==> config.mk <==
export PLATFORM = sky130hd
export DESIGN_NAME = mail_header_scanner
export DESIGN_NICKNAME = d
export VERILOG_FILES = /design/src/rtl/mhs_pkg.sv /design/src/rtl/mail_header_scanner.sv
export SDC_FILE = /design/constraint.sdc
export NUM_CORES = 1
export LEC_CHECK = 0
export ABC_AREA = 1
export BUFFER_PORTS_ARGS = -buffer_cell sky130_fd_sc_hd__buf_2
export CAP_MARGIN = 20
export CORE_ASPECT_RATIO = 0.6
export CORE_UTILIZATION = 65
export DETAILED_ROUTE_END_ITERATION = 16
export HOLD_SLACK_MARGIN = 0.03
export PLACE_DENSITY = 0.86
export SYNTH_ARGS = -nofsm -noshare
export SYNTH_HDL_FRONTEND = slang
export SYNTH_SLANG_ARGS = --single-unit
==> constraint.sdc <==
create_clock -name i_clk -period 5.2 [get_ports i_clk]
set_clock_uncertainty 0.15 [all_clocks]
set_input_delay 1.04 -clock i_clk [delete_from_list [all_inputs] [get_ports i_clk]]
set_output_delay 1.04 -clock i_clk [all_outputs]
set_load 0.02 [all_outputs]
==> src/rtl/mhs_pkg.sv <==
package mhs_pkg;

    localparam int LENGTH_BITS = 32;
    localparam int COUNT_BITS  = 16;

    localparam int RC_BITS = 16;
    localparam int HB_BITS = 32;

    localparam int CNT_CMP_BITS = (COUNT_BITS > RC_BITS) ? COUNT_BITS : RC_BITS;
    localparam int LEN_CMP_BITS = (LENGTH_BITS > HB_BITS) ? LENGTH_BITS : HB_BITS;

    localparam int PREFIX_LEN = 9;
    localparam int POS_BITS   = 4;

    localparam logic [7:0] CH_LF = 8'h0A;
    localparam logic [7:0] CH_CR = 8'h0D;

    typedef enum logic [1:0] {
        PH_INLINE = 2'd0,
        PH_START  = 2'd1,
        PH_CR     = 2'd2,
        PH_DONE   = 2'd3
    } t_phase;

    // Lower-case "received:" one letter per position.
    function automatic logic [7:0] prefix_char(input logic [POS_BITS-1:0] pos);
        logic [7:0] c;
        case (pos)
            4'd0:    c = "r";
            4'd1:    c = "e";
            4'd2:    c = "c";
            4'd3:    c = "e";
            4'd4:    c = "i";
            4'd5:    c = "v";
            4'd6:    c = "e";
            4'd7:    c = "d";
            4'd8:    c = ":";
            default: c = 8'h00;
        endcase
        return c;
    endfunction

    // ASCII upper case to lower case; everything else passes unchanged.
    function automatic logic [7:0] fold_case(input logic [7:0] b);
        logic [7:0] r;
        r = b;
        if (b inside {[8'h41:8'h5A]}) begin
            r = b + 8'd32;
        end
        return r;
    endfunction

endpackage

==> src/rtl/mail_header_scanner.sv <==
// Channel  Beat handshake              Payload
// -------  --------------------------  ------------------------------------------------
// in       i_in_valid / o_in_ready     i_data_byte, i_last_byte
// out      o_out_valid / i_out_ready   o_received_count, o_header_bytes, o_header_found
//
// One message byte per clock while o_in_ready is high; the scan state updates in the cycle the byte is taken.
// A result appears in the cycle after the beat marked last, from the single result register.
// The input side keeps taking beats while a result waits, unless that result is stalled.
// Reset (i_rst_n low at a rising edge) puts the scanner at a line start with all counts zero.
module mail_header_scanner (
    input  logic                         i_clk,
    input  logic                         i_rst_n,
    input  logic                         i_in_valid,
    output logic                         o_in_ready,
    input  logic [7:0]                   i_data_byte,
    input  logic                         i_last_byte,
    output logic                         o_out_valid,
    input  logic                         i_out_ready,
    output logic [mhs_pkg::RC_BITS-1:0]  o_received_count,
    output logic [mhs_pkg::HB_BITS-1:0]  o_header_bytes,
    output logic                         o_header_found
);
    import mhs_pkg::*;

    // Scan state
    t_phase                 r_phase, n_phase;
    logic [POS_BITS-1:0]    r_match_pos, n_match_pos;
    logic                   r_alive, n_alive;
    logic [COUNT_BITS-1:0]  r_hit, n_hit;
    logic [LENGTH_BITS-1:0] r_byte_pos, n_byte_pos;
    logic [LENGTH_BITS-1:0] r_end_off, n_end_off;

    // Result register
    logic                   r_out_valid;
    logic [RC_BITS-1:0]     r_rc;
    logic [HB_BITS-1:0]     r_hb;
    logic                   r_found;

    logic                   accept;
    logic                   in_header;
    logic                   blank_line;
    logic [POS_BITS-1:0]    cur_pos;
    logic                   cur_alive;
    logic                   found;
    logic [LENGTH_BITS-1:0] len;
    logic [LEN_CMP_BITS-1:0] len_ext;
    logic [CNT_CMP_BITS-1:0] cnt_ext;
    logic [RC_BITS-1:0]     res_rc;
    logic [HB_BITS-1:0]     res_hb;

    // Take a beat unless a result is stalled at the output.
    assign o_in_ready = !r_out_valid || i_out_ready;
    assign accept     = i_in_valid && o_in_ready;

    assign in_header  = (r_phase != PH_DONE);
    // An LF at a line start, or after a CR that opened the line, closes the header.
    assign blank_line = in_header && (i_data_byte == CH_LF) &&
                        ((r_phase == PH_START) || (r_phase == PH_CR));

    // Line and header-end tracking.
    always_comb begin
        n_phase = r_phase;
        if (in_header) begin
            if (i_data_byte == CH_LF) begin
                if (r_phase == PH_START || r_phase == PH_CR) begin
                    n_phase = PH_DONE;
                end else begin
                    n_phase = PH_START;
                end
            end else if (i_data_byte == CH_CR && r_phase == PH_START) begin
                n_phase = PH_CR;
            end else begin
                n_phase = PH_INLINE;
            end
        end
    end

    // Prefix match, hit count and byte counting.
    always_comb begin
        n_byte_pos = r_byte_pos;
        if (r_byte_pos != '1) begin
            n_byte_pos = r_byte_pos + LENGTH_BITS'(1);
        end

        // A line start restarts the match from the first letter.
        cur_pos   = (r_phase == PH_START) ? '0 : r_match_pos;
        cur_alive = (r_phase == PH_START) ? 1'b1 : r_alive;

        n_match_pos = r_match_pos;
        n_alive     = r_alive;
        n_hit       = r_hit;
        n_end_off   = r_end_off;

        if (in_header) begin
            n_match_pos = cur_pos;
            n_alive     = cur_alive;
            if (cur_alive && (cur_pos < POS_BITS'(PREFIX_LEN))) begin
                if (fold_case(i_data_byte) == prefix_char(cur_pos)) begin
                    n_match_pos = cur_pos + POS_BITS'(1);
                    if (cur_pos == POS_BITS'(PREFIX_LEN - 1)) begin
                        // Full prefix seen: count the line, stop matching it.
                        if (r_hit != '1) begin
                            n_hit = r_hit + COUNT_BITS'(1);
                        end
                        n_alive = 1'b0;
                    end
                end else begin
                    n_alive = 1'b0;
                end
            end
        end

        if (blank_line) begin
            n_end_off = n_byte_pos;
        end
    end

    // Result values, saturated to the output widths.
    always_comb begin
        found   = (n_phase == PH_DONE);
        len     = found ? n_end_off : n_byte_pos;
        len_ext = LEN_CMP_BITS'(len);
        cnt_ext = CNT_CMP_BITS'(n_hit);
        res_hb  = (len_ext > LEN_CMP_BITS'({HB_BITS{1'b1}})) ? '1 : HB_BITS'(len_ext);
        res_rc  = (cnt_ext > CNT_CMP_BITS'({RC_BITS{1'b1}})) ? '1 : RC_BITS'(cnt_ext);
    end

    always_ff @(posedge i_clk) begin
        if (!i_rst_n) begin
            r_phase     <= PH_START;
            r_match_pos <= '0;
            r_alive     <= 1'b1;
            r_hit       <= '0;
            r_byte_pos  <= '0;
            r_end_off   <= '0;
            r_out_valid <= 1'b0;
        end else begin
            if (accept) begin
                if (i_last_byte) begin
                    // Message done: drop back to a fresh line start.
                    r_phase     <= PH_START;
                    r_match_pos <= '0;
                    r_alive     <= 1'b1;
                    r_hit       <= '0;
                    r_byte_pos  <= '0;
                    r_end_off   <= '0;
                end else begin
                    r_phase     <= n_phase;
                    r_match_pos <= n_match_pos;
                    r_alive     <= n_alive;
                    r_hit       <= n_hit;
                    r_byte_pos  <= n_byte_pos;
                    r_end_off   <= n_end_off;
                end
            end
            if (accept && i_last_byte) begin
                r_out_valid <= 1'b1;
            end else if (i_out_ready) begin
                r_out_valid <= 1'b0;
            end
        end
    end

    // Load the result on the last beat; hold it otherwise.
    always_ff @(posedge i_clk) begin
        if (accept && i_last_byte) begin
            r_rc    <= res_rc;
            r_hb    <= res_hb;
            r_found <= found;
        end
    end

    assign o_out_valid      = r_out_valid;
    assign o_received_count = r_rc;
    assign o_header_bytes   = r_hb;
    assign o_header_found   = r_found;

endmodule

==> results.md, run 1 <==
- Critical Path Sink Type: register
- Die Y: 85.7 um
- TritonCTS buffer count: 17
- Starting DRC count in detailed routing: 560
- Top FF cell, synth: dfxtp_1
- Critical path class: primary input to register
- Final antenna-violating net count: 0
- Max-slew violations: 0
- Final Cycle Share: 67.3%
- Synth async-reset ratio: 0%
- Final Util: 75.8%
- Cells along the critical path: buf_2 > nor2_1 > nand2_1 > inv_1 > nand4_1 > nor3_2 > a21oi_1 > o41ai_1 > nand2_1 > buf_4 > inv_1 > o21ai_0
- Yosys cell types: 46
- Synth Net Count: 1,049
- Synth Instances: 1,027
- Synth area leaders: dfxtp_1, edfxtp_1, nand2_1
- Combinational share of power: 5.1%
- Minimum clock period after layout: 3500 ps
- Core ar.: 11,300 um2
- Worst R2R End: o_received_count[7]
- Final setup vio count: 0
- Mean Syn Cell Area: 7.38 um2
- RD Place Congestion: 0.976
- Flop pwr share: 45.7%
- CTS-repair resized insts: 0
- Worst Tran Pin Value: 999 ps
- Tot GR Track Use: 30.7%
- Fin. Hold Viols: 0
- Full die area: 12,100 um2
- Placed cell area: 7970 um2
- Worst hold stages: 2
- Worst Setup Start Kind: primary input
- Clk slew on worst S/H paths: 60 ps
- Synth cell count leaders: nand2_1, inv_1, dfxtp_1
- Final wirelength: 17.9 mm
- I/O pins: 64
- Synth Warn #: 0
- Wirelength per Cell: 14.4 um
- Hold WS: 316 ps
- CP peak stage delay: 630 ps
- Vias in the first global route: 6,331
- EDFF count, synth: 49
- Peak VDD IR: 258 uV
- Max cap viols: 0
- Initial core utilization: 66.9%
- Worst path slowest cell: inv_1
- Fillers: 849
- Net Switching: 560 uW
- Via count: 7,059
- Number of setup buffers added after CTS: 0
- Most frequent cell after synthesis: nand2_1
- Layout area overhead: 13.3%
- Flops & latches, synth: 137
- Sequential share of the synthesized area: 42.6%
- P_leak: 3.35 nW
- R2R Path Start: r_phase[1]
- Type of the worst min-delay path: register to register
- PortBufs: 63
- Horiz. Die Dim: 141 um
- Design Area, Final: 8590 um2
- Hold Buf Count CTS: 0
- Worst EP required: 5170 ps
- Power per cell area: 288 nW/um2
- Hold path start: r_end_off[10]
- Reg2Reg Depth: 16
- Pint: 1.92 mW
- First-pass GRT wire length: 29.7 mm
- Status: finished, final reports clean
- Post-synth top area share: 23.2%
- DP HPWL: 11.7 mm
- Total power: 2.48 mW
- Register area: 3230 um2
- CP Data Arrival Time: 3470 ps
- CTS root buf: clkbuf_16
- DRC: 0
- Floorplan row count: 30
- Total Nets Final: 1,095
- Worst R2R Setup Slack: 1840 ps
- Total gr overflow: 0
- RSZ-0062 raised after global routing: no
- Synth area leader: dfxtp_1
- Max Fclk: 286 MHz
- Vias/cell: 5.67
- Clock Path Buffers: 2
- Net Sw Frac: 22.6%
- Synth Cell Area: 7580 um2
- Layout cells sized above 1: 14.8%
- Max_slew headroom: 33.3%
- Diodes inserted: 0
- Total Neg Setup Slack: 0 ps
- Clk sink count: 137
- CTS tree: yes
- Hold Crit Endpoint: r_end_off[10]
- Multi-input logic area: 3780 um2
- Max H-tree Level: 4
- Crit-path max FO: 35
- Clock network power share: 49.2%
- DR pass1 iterations: 7
- Latest clock arrival within the worst-skew pair: 420 ps
- Pin count of the biggest net entering global routing: 76
- Antenna violations before repair: 0
[worst max-delay path by stage]
stage | to | slack (ps) | startpoint | cells after the start
2_1_floorplan | o_header_bytes[0] | 1070 | i_out_ready | 4
3_3_place_gp | o_header_bytes[28] | 1530 | i_data_byte[6] | 12
3_5_place_dp | o_header_bytes[14] | 1380 | i_data_byte[6] | 12
4_1_cts | o_header_bytes[8] | 1760 | i_data_byte[5] | 12
5_1_grt | o_header_bytes[8] | 1360 | i_data_byte[6] | 12
6_report | o_header_bytes[8] | 1700 | i_data_byte[6] | 12
[registers in the layout, summed over array words and instances, names as in the netlist]
register / flops
r_phase: 2
r_match_pos: 4
o_header_found: 1
r_byte_pos: 32
o_received_count: 16
r_alive: 1
o_header_bytes: 32
o_out_valid: 1
r_hit: 16
r_end_off: 32
[critical path, delay by kind of cell]
kind	cells	cell delay, ps
and+or+nand+nor	5	900
buffers and inverters	4	1080
AOI/OAI and AO/OA	3	420
[per-stage QoR]
stage	instances	setup WS, ps
final	1246	1700
after global routing	1246	1360
after CTS	1245	1760
after detailed placement	1213	1380
after global placement	1213	1530
after floorplan	1027	1070
[cells by family (layout without fill, tap and decap cells)]
| group | after synthesis | after routing | synth area share [%] |
|---|---|---|---|
| AO/OA/AOI/OAI | 170 | 170 | 12.4 |
| XOR/XNOR | 29 | 29 | 3.35 |
| adder cells (fa/ha/maj) | 9 | 9 | 1.49 |
| buffers and inverters | 147 | 206 | 7.82 |
| flip-flops | 137 | 137 | 42.6 |
| multiplexers | 1 | 1 | 0.132 |
| AND/OR/NAND/NOR | 534 | 534 | 32.2 |
[layout make-up]
| type | instances | share of cell area (%) |
|---|---|---|
| multi-input combinational | 743 | 44.0 |
| clock inverter | 13 | 1.78 |
| inverter | 103 | 4.56 |
| sequential | 137 | 37.7 |
| timing repair buffer | 71 | 4.52 |
| clock buffer | 19 | 5.16 |
| tap | 160 | 2.33 |
[routing by layer]
layer	up-vias	routed length, um	global-route usage, %
met5	-	0	0
met4	0	259	10.2
met3	31	1550	6.37
met2	324	8030	47.9
met1	3241	8070	43.0
li1	3463	-	-
[cell usage in the layout (no fill, tap or decap), types with 3 or more instances in the layout]
cell / instances
clkinv_2: 4
nor4_1: 6
nand3_1: 46
nor3_2: 3
nand2_2: 10
buf_2: 63
a21oi_1: 74
nor2_2: 4
o21ai_1: 7
inv_1: 95
bufinv_16: 3
xnor2_1: 12
buf_4: 7
dfxtp_1: 88
o21ai_0: 50
edfxtp_1: 49
inv_2: 6
nor2_1: 61
a31oi_1: 4
o211ai_1: 16
and2_1: 7
ha_1: 9
nand4_1: 22
o22ai_1: 9
xor2_1: 17
nand3_2: 10
nor2_4: 4
a21oi_2: 5
clkbuf_16: 17
clkinvlp_4: 4
nand2_4: 4
nor3_1: 15
or2_1: 6
or2_2: 5
nand2_1: 322
[power groups by stage]
stage	sequential [mW]	combinational, mW	clock, mW
5_1_grt	1.13	0.137	1.27
2_1_floorplan	1.17	0.0638	0
4_1_cts	1.13	0.124	1.22
3_3_place_gp	1.15	0.122	0
6_report	1.13	0.127	1.22
3_5_place_dp	1.15	0.123	0
Note: power is estimated with default switching activity, not from simulation.
==> run 2, diff against run 1 <==
--- a/config.mk
+++ b/config.mk
@@ -9,10 +9,10 @@
 export BUFFER_PORTS_ARGS = -buffer_cell sky130_fd_sc_hd__buf_2
 export CAP_MARGIN = 20
 export CORE_ASPECT_RATIO = 0.6
-export CORE_UTILIZATION = 65
+export CORE_UTILIZATION = 60
 export DETAILED_ROUTE_END_ITERATION = 16
 export HOLD_SLACK_MARGIN = 0.03
-export PLACE_DENSITY = 0.86
+export PLACE_DENSITY = 0.8
 export SYNTH_ARGS = -nofsm -noshare
 export SYNTH_HDL_FRONTEND = slang
 export SYNTH_SLANG_ARGS = --single-unit
==> constraint.sdc (replaced) <==
create_clock -name i_clk -period 3.7 [get_ports i_clk]
set_clock_uncertainty 0.15 [all_clocks]
set_input_delay 0.74 -clock i_clk [delete_from_list [all_inputs] [get_ports i_clk]]
set_output_delay 0.74 -clock i_clk [all_outputs]
set_load 0.02 [all_outputs]
==> results.md, run 2 (same netlist as run 1, synthesis figures left out) <==
- Status: finished, final reports clean (unchanged)
- Max-slew violations: 0 (unchanged)
- DRC: 0 (unchanged)
- Total gr overflow: 0 (unchanged)
- P_leak: 3.38 nW (was 3.35 nW)
- Worst path most repeated cell: nand2_1
- Number of setup buffers added after CTS: 0 (unchanged)
- Layout area overhead: 14.0% (was 13.3%)
- Met3 usage: 5.51% (was 6.37%)
- Pin count of the biggest net entering global routing: 57 (was 76)
- Grt peak-use layer: met2 (unchanged)
- CP Data Arrival Time: 3230 ps (was 3470 ps)
- Commonest non-fill, non-tap cell in the layout: nand2_1 (unchanged)
- Wirelength per Cell: 14.3 um (was 14.4 um)
- Clk sink count: 137 (unchanged)
- CTS root buf: clkbuf_16 (unchanged)
- Fin. Hold Viols: 0 (unchanged)
- PortBufs: 63 (unchanged)
- Total Neg Setup Slack: 0 ps (unchanged)
- First-pass GRT wire length: 29.9 mm (was 29.7 mm)
- Max cap viols: 0 (unchanged)
- Vias/cell: 5.54 (was 5.67)
- Critical path class: register to register (was primary input to register)
- Worst R2R Setup Slack: 500 ps (was 1840 ps)
- Latest clock arrival within the worst-skew pair: 430 ps (was 420 ps)
- RSZ-0062 raised after global routing: no (unchanged)
- Crit-path max FO: 24 (was 35)
- I/O pins: 64 (unchanged)
- Hold path start: r_end_off[10] (unchanged)
- DP HPWL: 12.4 mm (was 11.7 mm)
- Diodes inserted: 0 (unchanged)
- Floorplan row count: 31 (was 30)
- Worst path slowest cell: dfxtp_1 (was inv_1)
- Full die area: 13,100 um2 (was 12,100 um2)
- Placed cell count: 1,221 (was 1,213)
- Core ar.: 12,200 um2 (was 11,300 um2)
- Clock Path Buffers: 2 (unchanged)
- Most frequent cells in the layout: nand2_1, inv_1, dfxtp_1 (unchanged)
- Minimum clock period after layout: 3200 ps
- Antenna violations before repair: 0 (unchanged)
- Final antenna-violating net count: 0 (unchanged)
- Vias in the first global route: 6,229 (was 6,331)
- Reg2Reg Depth: 16 (unchanged)
- Final std cells w/o fill: 1,253 (was 1,246)
- Max Fclk: 313 MHz
- Power per cell area: 410 nW/um2 (was 288 nW/um2)
- DR pass1 iterations: 5 (was 7)
- RD Place Congestion: 0.989 (was 0.976)
- Hold Buf Count CTS: 0 (unchanged)
- Worst EP required: 3740 ps (was 5170 ps)
- Worst R2R End: o_received_count[9] (was o_received_count[7])
- Via count: 6,942 (was 7,059)
- Die Y: 89.1 um (was 85.7 um)
- Cells along the critical path: inv_1 > ha_1 > inv_4 > nand2_1 > ha_1 > nand3_1 > nand2_1 > nand2_1 > nand2_1 > nand2_1 > nand3_2 > nor2_4 > nand3_4 > nor2_8 > nand3_1 > and2_1 (was buf_2 > nor2_1 > nand2_1 > inv_1 > nand4_1 > nor3_2 > a21oi_1 > o41ai_1 > nand2_1 > buf_4 > inv_1 > o21ai_0)
- Starting DRC count in detailed routing: 467 (was 560)
- Final wirelength: 17.9 mm (about the same)
- Layout cells sized above 1: 15.0% (was 14.8%)
- Total power: 3.54 mW (was 2.48 mW)
- Worst hold stages: 2 (unchanged)
- TritonCTS buffer count: 17 (unchanged)
- CTS-repair resized insts: 0 (unchanged)
- Worst Setup Start Kind: register (was primary input)
- Critical Path Sink Type: register (unchanged)
- Horiz. Die Dim: 147 um (was 141 um)
- Grt met1 use: 39.0% (was 43.0%)
- R2R Path Start: r_phase[1] (unchanged)
- Initial core utilization: 62.2% (was 66.9%)
- Clk slew on worst S/H paths: 60 ps (about the same)
- Final Util: 70.9% (was 75.8%)
- Final Cycle Share: 86.5%
- Max H-tree Level: 4 (unchanged)
- Final setup vio count: 0 (unchanged)
- Met2 GRT Util: 46.7% (was 47.9%)
- CTS tree: yes (unchanged)
- Type of the worst min-delay path: register to register (unchanged)
- Worst Tran Pin Value: 976 ps (was 999 ps)
- Hold Crit Endpoint: r_end_off[10] (unchanged)
- Tot GR Track Use: 28.6% (was 30.7%)
- Max_slew headroom: 34.8% (was 33.3%)
- CP peak stage delay: 370 ps (was 630 ps)
- Total Nets Final: 1,097 (was 1,095)
- Peak VDD IR: 312 uV (was 258 uV)
[run 2: cell types whose count changed in the layout (fill, tap and decap cells not counted), sizes merged]
cell / previous run / this run
buf: 71 / 73
clkbuf: 19 / 17
clkinv: 6 / 4
clkinvlp: 4 / 1
inv: 103 / 110
[run 2: worst max path at each step]
stage | slack, ps | end | startpoint | cells after the start
floorplan | 710 | o_header_bytes[0] | i_out_ready | 4
global placement | 640 | o_received_count[7] | r_phase[1] | 16
detailed placement | 560 | o_received_count[7] | r_phase[1] | 16
CTS | 540 | o_received_count[9] | r_phase[1] | 16
global route | 280 | o_received_count[7] | r_phase[1] | 16
finish | 500 | o_received_count[9] | r_phase[1] | 16
[run 2: power breakdown]
| part | total, mW | leakage (nW) | internal, mW | switching, mW |
|---|---|---|---|---|
| Sequential | 1.59 | 1.18 | 1.58 | 0.00857 |
| Combinational | 0.180 | 1.90 | 0.0426 | 0.137 |
| Clock | 1.77 | 0.298 | 1.08 | 0.697 |
| Total | 3.54 | 3.38 | 2.70 | 0.843 |
[run 2: area by class of cell]
type / instances / area (um2)
fill: 980 / 3540
multi-input combinational: 743 / 3780
clock buffer: 17 / 425
timing repair buffer: 73 / 415
clock inverter: 15 / 189
sequential: 137 / 3230
tap: 165 / 206
inverter: 103 / 392
[run 2: stage by stage]
step | hold WS, ps | setup WS (ps) | cell area, um2
6_report | 317 | 501 | 8640
5_1_grt | 342 | 283 | 8640
4_1_cts | 318 | 543 | 8640
3_5_place_dp | 308 | 560 | 8030
3_3_place_gp | 301 | 639 | 8030
2_1_floorplan | 291 | 708 | 7580
[run 2: layer usage]
| layer | vias to the layer above | wire (um) |
|---|---|---|
| li1 | 3482 | - |
| met1 | 3205 | 8520 |
| met2 | 229 | 8010 |
| met3 | 26 | 1140 |
| met4 | 0 | 210 |
| met5 | - | 0 |
[run 2: critical path: cells and delay by family (launching register included)]
| family | cells | cell delay, ps |
|---|---|---|
| buffers and inverters | 2 | 220 |
| and+or+nand+nor | 12 | 1640 |
| DFF | 1 | 370 |
| adders and majority gates | 2 | 560 |
